File: config.mk
export PLATFORM = sky130hd
export DESIGN_NAME = x86_integer_alu_add_logic_core
export DESIGN_NICKNAME = d
export VERILOG_FILES = /design/src/rtl/xalu_pkg.sv /design/src/rtl/xalu_exec.sv /design/src/rtl/x86_integer_alu_add_logic_core.sv
export SDC_FILE = /design/constraint.sdc
export NUM_CORES = 1
export LEC_CHECK = 0
export BUFFER_PORTS_ARGS = -buffer_cell sky130_fd_sc_hd__buf_2
export CAP_MARGIN = 20
export CORE_MARGIN = 2
export CORE_UTILIZATION = 29
export DETAILED_ROUTE_END_ITERATION = 16
export PLACE_DENSITY = 0.5
export SLEW_MARGIN = 20
export SYNTH_ARGS = -nofsm -noshare
export SYNTH_HDL_FRONTEND = slang
export SYNTH_SLANG_ARGS = --single-unit
File: constraint.sdc
create_clock -name clk_i -period 5.3 [get_ports clk_i]
set_clock_uncertainty 0.1 [all_clocks]
set_input_delay 1.06 -clock clk_i [delete_from_list [all_inputs] [get_ports clk_i]]
set_output_delay 1.06 -clock clk_i [all_outputs]
set_load 0.02 [all_outputs]
File: src/rtl/xalu_pkg.sv
package xalu_pkg;

  localparam int unsigned DataWidth = 64;

  typedef enum logic [2:0] {
    CMD_ADD = 3'd0,
    CMD_OR  = 3'd1,
    CMD_ADC = 3'd2,
    CMD_SBB = 3'd3,
    CMD_AND = 3'd4
  } cmd_e;

  typedef enum logic [1:0] {
    SIZE_8  = 2'd0,
    SIZE_16 = 2'd1,
    SIZE_32 = 2'd2,
    SIZE_64 = 2'd3
  } size_e;

  typedef struct packed {
    logic [2:0]           command;
    logic [1:0]           op_size;
    logic [DataWidth-1:0] dest_value;
    logic [DataWidth-1:0] src_value;
    logic                 carry_in;
  } in_t;

  typedef struct packed {
    logic [DataWidth-1:0] result;
    logic                 carry_flag;
    logic                 parity_flag;
    logic                 adjust_flag;
    logic                 zero_flag;
    logic                 sign_flag;
    logic                 overflow_flag;
  } res_t;

  // Keep the bits of the operand size, clear the rest.
  function automatic logic [DataWidth-1:0] size_mask(logic [1:0] sz);
    logic [DataWidth-1:0] m;
    unique case (sz)
      SIZE_8:  m = {{(DataWidth-8){1'b0}}, {8{1'b1}}};
      SIZE_16: m = {{(DataWidth-16){1'b0}}, {16{1'b1}}};
      SIZE_32: m = {{(DataWidth-32){1'b0}}, {32{1'b1}}};
      SIZE_64: m = {DataWidth{1'b1}};
      default: m = {DataWidth{1'b1}};
    endcase
    return m;
  endfunction

  // Most significant bit of the sized word.
  function automatic logic sign_bit(logic [DataWidth-1:0] v, logic [1:0] sz);
    logic s;
    unique case (sz)
      SIZE_8:  s = v[7];
      SIZE_16: s = v[15];
      SIZE_32: s = v[31];
      SIZE_64: s = v[63];
      default: s = v[63];
    endcase
    return s;
  endfunction

  // Bit just above the sized word: carry out of an add, borrow of a subtract.
  function automatic logic carry_bit(logic [DataWidth:0] v, logic [1:0] sz);
    logic c;
    unique case (sz)
      SIZE_8:  c = v[8];
      SIZE_16: c = v[16];
      SIZE_32: c = v[32];
      SIZE_64: c = v[64];
      default: c = v[64];
    endcase
    return c;
  endfunction

endpackage

File: src/rtl/xalu_exec.sv
module xalu_exec (
  input  xalu_pkg::in_t  op_i,
  output xalu_pkg::res_t res_o
);

  logic [xalu_pkg::DataWidth-1:0] mask;
  logic [xalu_pkg::DataWidth-1:0] a;
  logic [xalu_pkg::DataWidth-1:0] b;
  logic [xalu_pkg::DataWidth-1:0] r;
  logic [xalu_pkg::DataWidth:0]   sum;
  logic [xalu_pkg::DataWidth:0]   dif;
  logic                           add_c;
  logic                           valid_cmd;
  logic                           cf;
  logic                           af;
  logic                           of;

  always_comb begin
    mask  = xalu_pkg::size_mask(op_i.op_size);
    a     = op_i.dest_value & mask;
    b     = op_i.src_value & mask;
    add_c = (op_i.command == xalu_pkg::CMD_ADC) ? op_i.carry_in : 1'b0;
    sum   = {1'b0, a} + {1'b0, b} + {{xalu_pkg::DataWidth{1'b0}}, add_c};
    dif   = {1'b0, a} - {1'b0, b} - {{xalu_pkg::DataWidth{1'b0}}, op_i.carry_in};

    r         = '0;
    cf        = 1'b0;
    af        = 1'b0;
    of        = 1'b0;
    valid_cmd = 1'b1;
    unique case (op_i.command) inside
      xalu_pkg::CMD_ADD, xalu_pkg::CMD_ADC: begin
        r  = sum[xalu_pkg::DataWidth-1:0] & mask;
        cf = xalu_pkg::carry_bit(sum, op_i.op_size);
        af = a[4] ^ b[4] ^ r[4];
        of = xalu_pkg::sign_bit((a ^ r) & (b ^ r), op_i.op_size);
      end
      xalu_pkg::CMD_SBB: begin
        r  = dif[xalu_pkg::DataWidth-1:0] & mask;
        cf = xalu_pkg::carry_bit(dif, op_i.op_size);
        af = a[4] ^ b[4] ^ r[4];
        of = xalu_pkg::sign_bit((a ^ b) & (a ^ r), op_i.op_size);
      end
      xalu_pkg::CMD_OR: begin
        r = a | b;
      end
      xalu_pkg::CMD_AND: begin
        r = a & b;
      end
      default: begin
        valid_cmd = 1'b0;
      end
    endcase

    // Unused command codes return an all-zero word.
    res_o.result        = r;
    res_o.carry_flag    = cf;
    res_o.parity_flag   = valid_cmd & ~(^r[7:0]);
    res_o.adjust_flag   = af;
    res_o.zero_flag     = valid_cmd & (r == '0);
    res_o.sign_flag     = xalu_pkg::sign_bit(r, op_i.op_size);
    res_o.overflow_flag = of;
  end

endmodule

File: src/rtl/x86_integer_alu_add_logic_core.sv
// Integer ALU for ADD, OR, ADC, SBB and AND on 8, 16, 32 or 64-bit operands,
// giving the sized result together with CF, PF, AF, ZF, SF and OF.
//
// Input channel: drive an operand word on in_i and raise start_i. The word
// is taken at the rising edge where start_i is high and busy_o is low.
// busy_o stays low: the ALU never stalls and takes a word every cycle.
//
// Result channel: done_o is high for exactly one cycle while res_o carries
// the result word; the receiver takes it at the edge that ends that cycle.
// There is no backpressure, so a word is never held or dropped.
//
// Path: a taken word lands in the operand register, passes the single
// adder/logic pass, and is registered into the result register, which
// raises done_o along with it.
// Throughput: one word per cycle, bounded by the 65-bit add/subtract.
//
// Reset (rst_ni low, asynchronous): clear both valid flags so no result is
// shown until a new word is taken; the payload registers are not reset.
module x86_integer_alu_add_logic_core (
  input  logic           clk_i,
  input  logic           rst_ni,
  input  logic           start_i,
  output logic           busy_o,
  input  xalu_pkg::in_t  in_i,
  output logic           done_o,
  output xalu_pkg::res_t res_o
);

  xalu_pkg::in_t  op_q;
  logic           op_valid_q;
  xalu_pkg::res_t res_d;
  xalu_pkg::res_t res_q;
  logic           done_q;
  logic           accept;

  // Never stall the sender.
  assign busy_o = 1'b0;
  assign accept = start_i & ~busy_o;

  // Operand register: capture each accepted word.
  always_ff @(posedge clk_i or negedge rst_ni) begin
    if (!rst_ni) begin
      op_valid_q <= 1'b0;
    end else begin
      op_valid_q <= accept;
    end
  end

  always_ff @(posedge clk_i) begin
    if (accept) begin
      op_q <= in_i;
    end
  end

  xalu_exec u_exec (
    .op_i  (op_q),
    .res_o (res_d)
  );

  // Result register: advance the strobe with the word.
  always_ff @(posedge clk_i or negedge rst_ni) begin
    if (!rst_ni) begin
      done_q <= 1'b0;
    end else begin
      done_q <= op_valid_q;
    end
  end

  always_ff @(posedge clk_i) begin
    if (op_valid_q) begin
      res_q <= res_d;
    end
  end

  assign done_o = done_q;
  assign res_o  = res_q;

  // A result strobe is raised in the cycle after the operand register holds a word.
  a_done_follows_op: assert property (@(posedge clk_i) disable iff (!rst_ni)
    $past(rst_ni) |-> (done_o == $past(op_valid_q)))
    else $error("result strobe does not follow operand register");

  // Logic operations never raise the arithmetic flags.
  a_logic_flags_clear: assert property (@(posedge clk_i) disable iff (!rst_ni)
    (done_o && (res_o.carry_flag || res_o.adjust_flag || res_o.overflow_flag))
      |-> ($past(op_q.command) == xalu_pkg::CMD_ADD ||
           $past(op_q.command) == xalu_pkg::CMD_ADC ||
           $past(op_q.command) == xalu_pkg::CMD_SBB))
    else $error("arithmetic flag set by a non-arithmetic command");

  // Byte results keep the upper bits clear.
  a_byte_upper_zero: assert property (@(posedge clk_i) disable iff (!rst_ni)
    (done_o && $past(op_q.op_size) == xalu_pkg::SIZE_8)
      |-> (res_o.result[xalu_pkg::DataWidth-1:8] == '0))
    else $error("byte result has upper bits set");

  // A set zero flag means a zero result.
  a_zero_flag: assert property (@(posedge clk_i) disable iff (!rst_ni)
    (done_o && res_o.zero_flag) |-> (res_o.result == '0))
    else $error("zero flag set on a nonzero result");

endmodule
==> impl_results.md <==
- Hpwl dp: 69.0 mm
- Via density: 5.18
- WP data arrival: 6.09 ns
- Worst-path clk slew: 0.06 ns
- Core Area: 66000 sq um
- R2R Setup Slk: -0.47 ns
- Synthesized Nets: ~2600
- Ant. Diodes: 0
- Worst Hold Class: in2async
- Tcrit/Tclk final: 1.09
- RSZ-0062 raised after global routing: true
- Starting density of the core: 0.293
- I/O pins: 209
- Share of flip-flops with an asynchronous set or reset: 0.00971
- Yosys top cell by area: edfxtp_1
- Max clock buf depth: 3
- Top-count cell post-synth: nand2_1
- Cell Area, Synth: approximately 19000 sq um
- Final WL: 83.9 mm
- Die W: ~260 microns
- Initial antenna violation count: 1
- CTS Root Buffer Type: clkbuf_16
- Num CTS Buffers: 27
- Hold slack final: 0.143 ns
- Vias in the first global route: 20800
- Critical Path RT: between 5 and 6 ns
- Sequential share of the synthesized area: 0.319
- Total GRT Usage: 0.237
- Final worst-path setup slack: -0.465 ns
- Crit path max-delay family: compound AO/OA/AOI/OAI gates
- Fraction of layout cells with a size suffix above 1: 0.349
- P&R area growth vs syn: 44.2%
- WL per Instance: 21.0 microns
- Actual slew at the worst max-slew pin: 1.04 ns
- Maximum vdd drop: 242 uV
- Routability cong.: 1.01
- Synth Instances: 2242
- CTS tree: yes
- Synth cell count leaders: 267 x nand2_1, 241 x ha_1, 215 x inv_1
- Crit path top cell by count: buf_4
- Max cap viols: 0
- Crit Path Class: reg2reg
- Total grt overflow: 0
- Hold-fix buffer count after cts: 0
- IO Port Bufs: 207
- H-tree depth: 1
- Antenna Nets Post-Route: 0
- Worst reg2reg path depth: 20
- Synth Register Bits: 206
- First-pass GRT wire length: 126 mm
- Utilization after layout: 0.423
- Fin. Hold Viols: 0
- Distinct cell type count after synthesis: 95
- DIE HEIGHT: between 200 and 300 microns
- Number of fill cells: 6668
- CP bufs+invs: 3
- Num rows: 94
- Outcome: finished with violations
- Failing checks: negative setup slack
- Worst relative slew slack: 0.306
- DR pass1 iterations: 6
- CP Cell Sequence: fa_1, ha_2, nor2_2, fa_2, nor3b_4, o211a_1, a211oi_1, buf_4, o31a_1, a31o_2, buf_4, a31oi_1, buf_4, xnor2_1, a221oi_1, o21ai_0, nor2_1, nor4b_1, nand4b_1, nor4_2
- Area contributors post-synth: edfxtp_1 32%, ha_1 16%, nand2_1 5.2%
- Setup Viol. Count Final: 1
- Post-synth EDFFs: just over 200
- Worst reg2reg path endpoint: res_o[2]$_DFFE_PP_
- Final Max Slew Viols: 0
- Avg Cell Area, Syn: 8.64 sq um
- Post-route insts no fill: 4005
- FMAX: 173 MHz
- Nets: about 3500
- Synth Flop Type: edfxtp_1
- Synth warn: 0
- Critical path's slowest cell: fa_1
- Worst r2r src: op_q[1]$_DFFE_PP_
- Critical Path End: res_o[2]$_DFFE_PP_
- Origin of the worst setup path: op_q[1]$_DFFE_PP_
- Largest net degree at the start of global routing: 73
- Critical Path End Type: flop
- Clock latency at the later pin of the worst-skew pair: just under 0.6 ns
- DR iter-0 viols: 1954
- Tot Pwr: ~8.3 mW
- Worst setup SP type: flop
- DRC viols: 0
- DP Worst Slack: -0.635 ns
- P_leak: ~13 nW
- Critical path fanouts, max: 4
- Post-synth top area share: 0.316
- Minimum clock period: 5.77 ns
- DIE AREA: 68900 sq um
- Dpl cells: 3943
- Cell Pwr Density: 299 nW/um^2
- Via count: 20700
- Number of cells on the critical path: 20
- Critical path's largest stage delay: 0.59 ns
- Clk sinks: 206
[repair_timing]
item                                    4_1_cts  5_1_grt
cloned                                        1        0
buffers inserted                             10        2
endpoints found under the setup margin        4        6
gates resized for setup                      31       21
pin swaps                                    10        6
[cell families (layout without fill, tap and decap cells)]
| kind of cell | after synthesis | in the layout | share of synthesized area |
|---|---|---|---|
| other cells | 1 | 1 | 0.000194 |
| mux | 3 | 3 | 0.00226 |
| simple gates | 698 | 699 | 0.171 |
| flops | 206 | 206 | 0.319 |
| fa+ha+maj | 245 | 245 | 0.160 |
| xor+xnor | 132 | 132 | 0.0601 |
| buf+inv | 306 | 1204 | 0.0604 |
| compound gates | 651 | 651 | 0.227 |
[worst min path at each step]
| stage | startpoint | to | slack, ns | cells after the start |
|---|---|---|---|---|
| after global placement | op_q[128]$_DFFE_PP_ | res_o[0]$_DFFE_PP_ | 0.66 | 2 |
| after detailed placement | op_q[128]$_DFFE_PP_ | res_o[0]$_DFFE_PP_ | 0.64 | 2 |
| after CTS | rst_ni | op_valid_q$_DFF_PN0_ | 0.11 | 1 |
| after floorplan | op_q[132]$_DFFE_PP_ | res_o[4]$_DFFE_PP_ | 0.58 | 3 |
| after global routing | rst_ni | op_valid_q$_DFF_PN0_ | 0.12 | 1 |
| final | rst_ni | op_valid_q$_DFF_PN0_ | 0.14 | 1 |
[stage by stage]
stage	setup TNS, ns	cell area (sq um)
2_1_floorplan	-0.0107	19500
3_3_place_gp	-1.21	26600
3_5_place_dp	-1.10	26600
4_1_cts	-0.376	27800
5_1_grt	-0.770	27900
6_report	-0.465	27900
[routing by layer]
metal	global-route usage	wire length, microns
met5	0	0
met4	0.0682	2640
met3	0.0344	5800
met2	0.376	36700
met1	0.334	38800
[cells in the final DEF (no fill, tap or decap), types with 66 or more instances in the layout]
cell      instances
a21oi_1         155
o21ai_0         116
xnor2_1          83
buf_2           206
inv_1           213
ha_1            235
buf_4           723
nor2_1          152
nand2_1         266
edfxtp_1        204
a21o_1           66
[final cells by class]
type,instances,area (sq um),share of cell area
well taps,864,1080,0.0387
clock inverters,19,226,0.00811
inverters,216,817,0.0293
flip-flops and latches,206,6180,0.221
repair buffers,938,6610,0.237
clock buffers,31,721,0.0258
multi-input cells,1731,12300,0.440
[flip-flops by register name (all words and copies together), names as in the netlist]
name	cells
op_valid_q	1
done_o	1
op_q	134
res_o	70
[power breakdown]
part	switching (mW)	internal, mW	total [mW]
clock	0.768	1.18	1.95
combinational	2.33	2.00	4.33
sequential	0.0836	1.98	2.06
total	3.18	5.16	8.34
(Power assumes the default switching activity.)
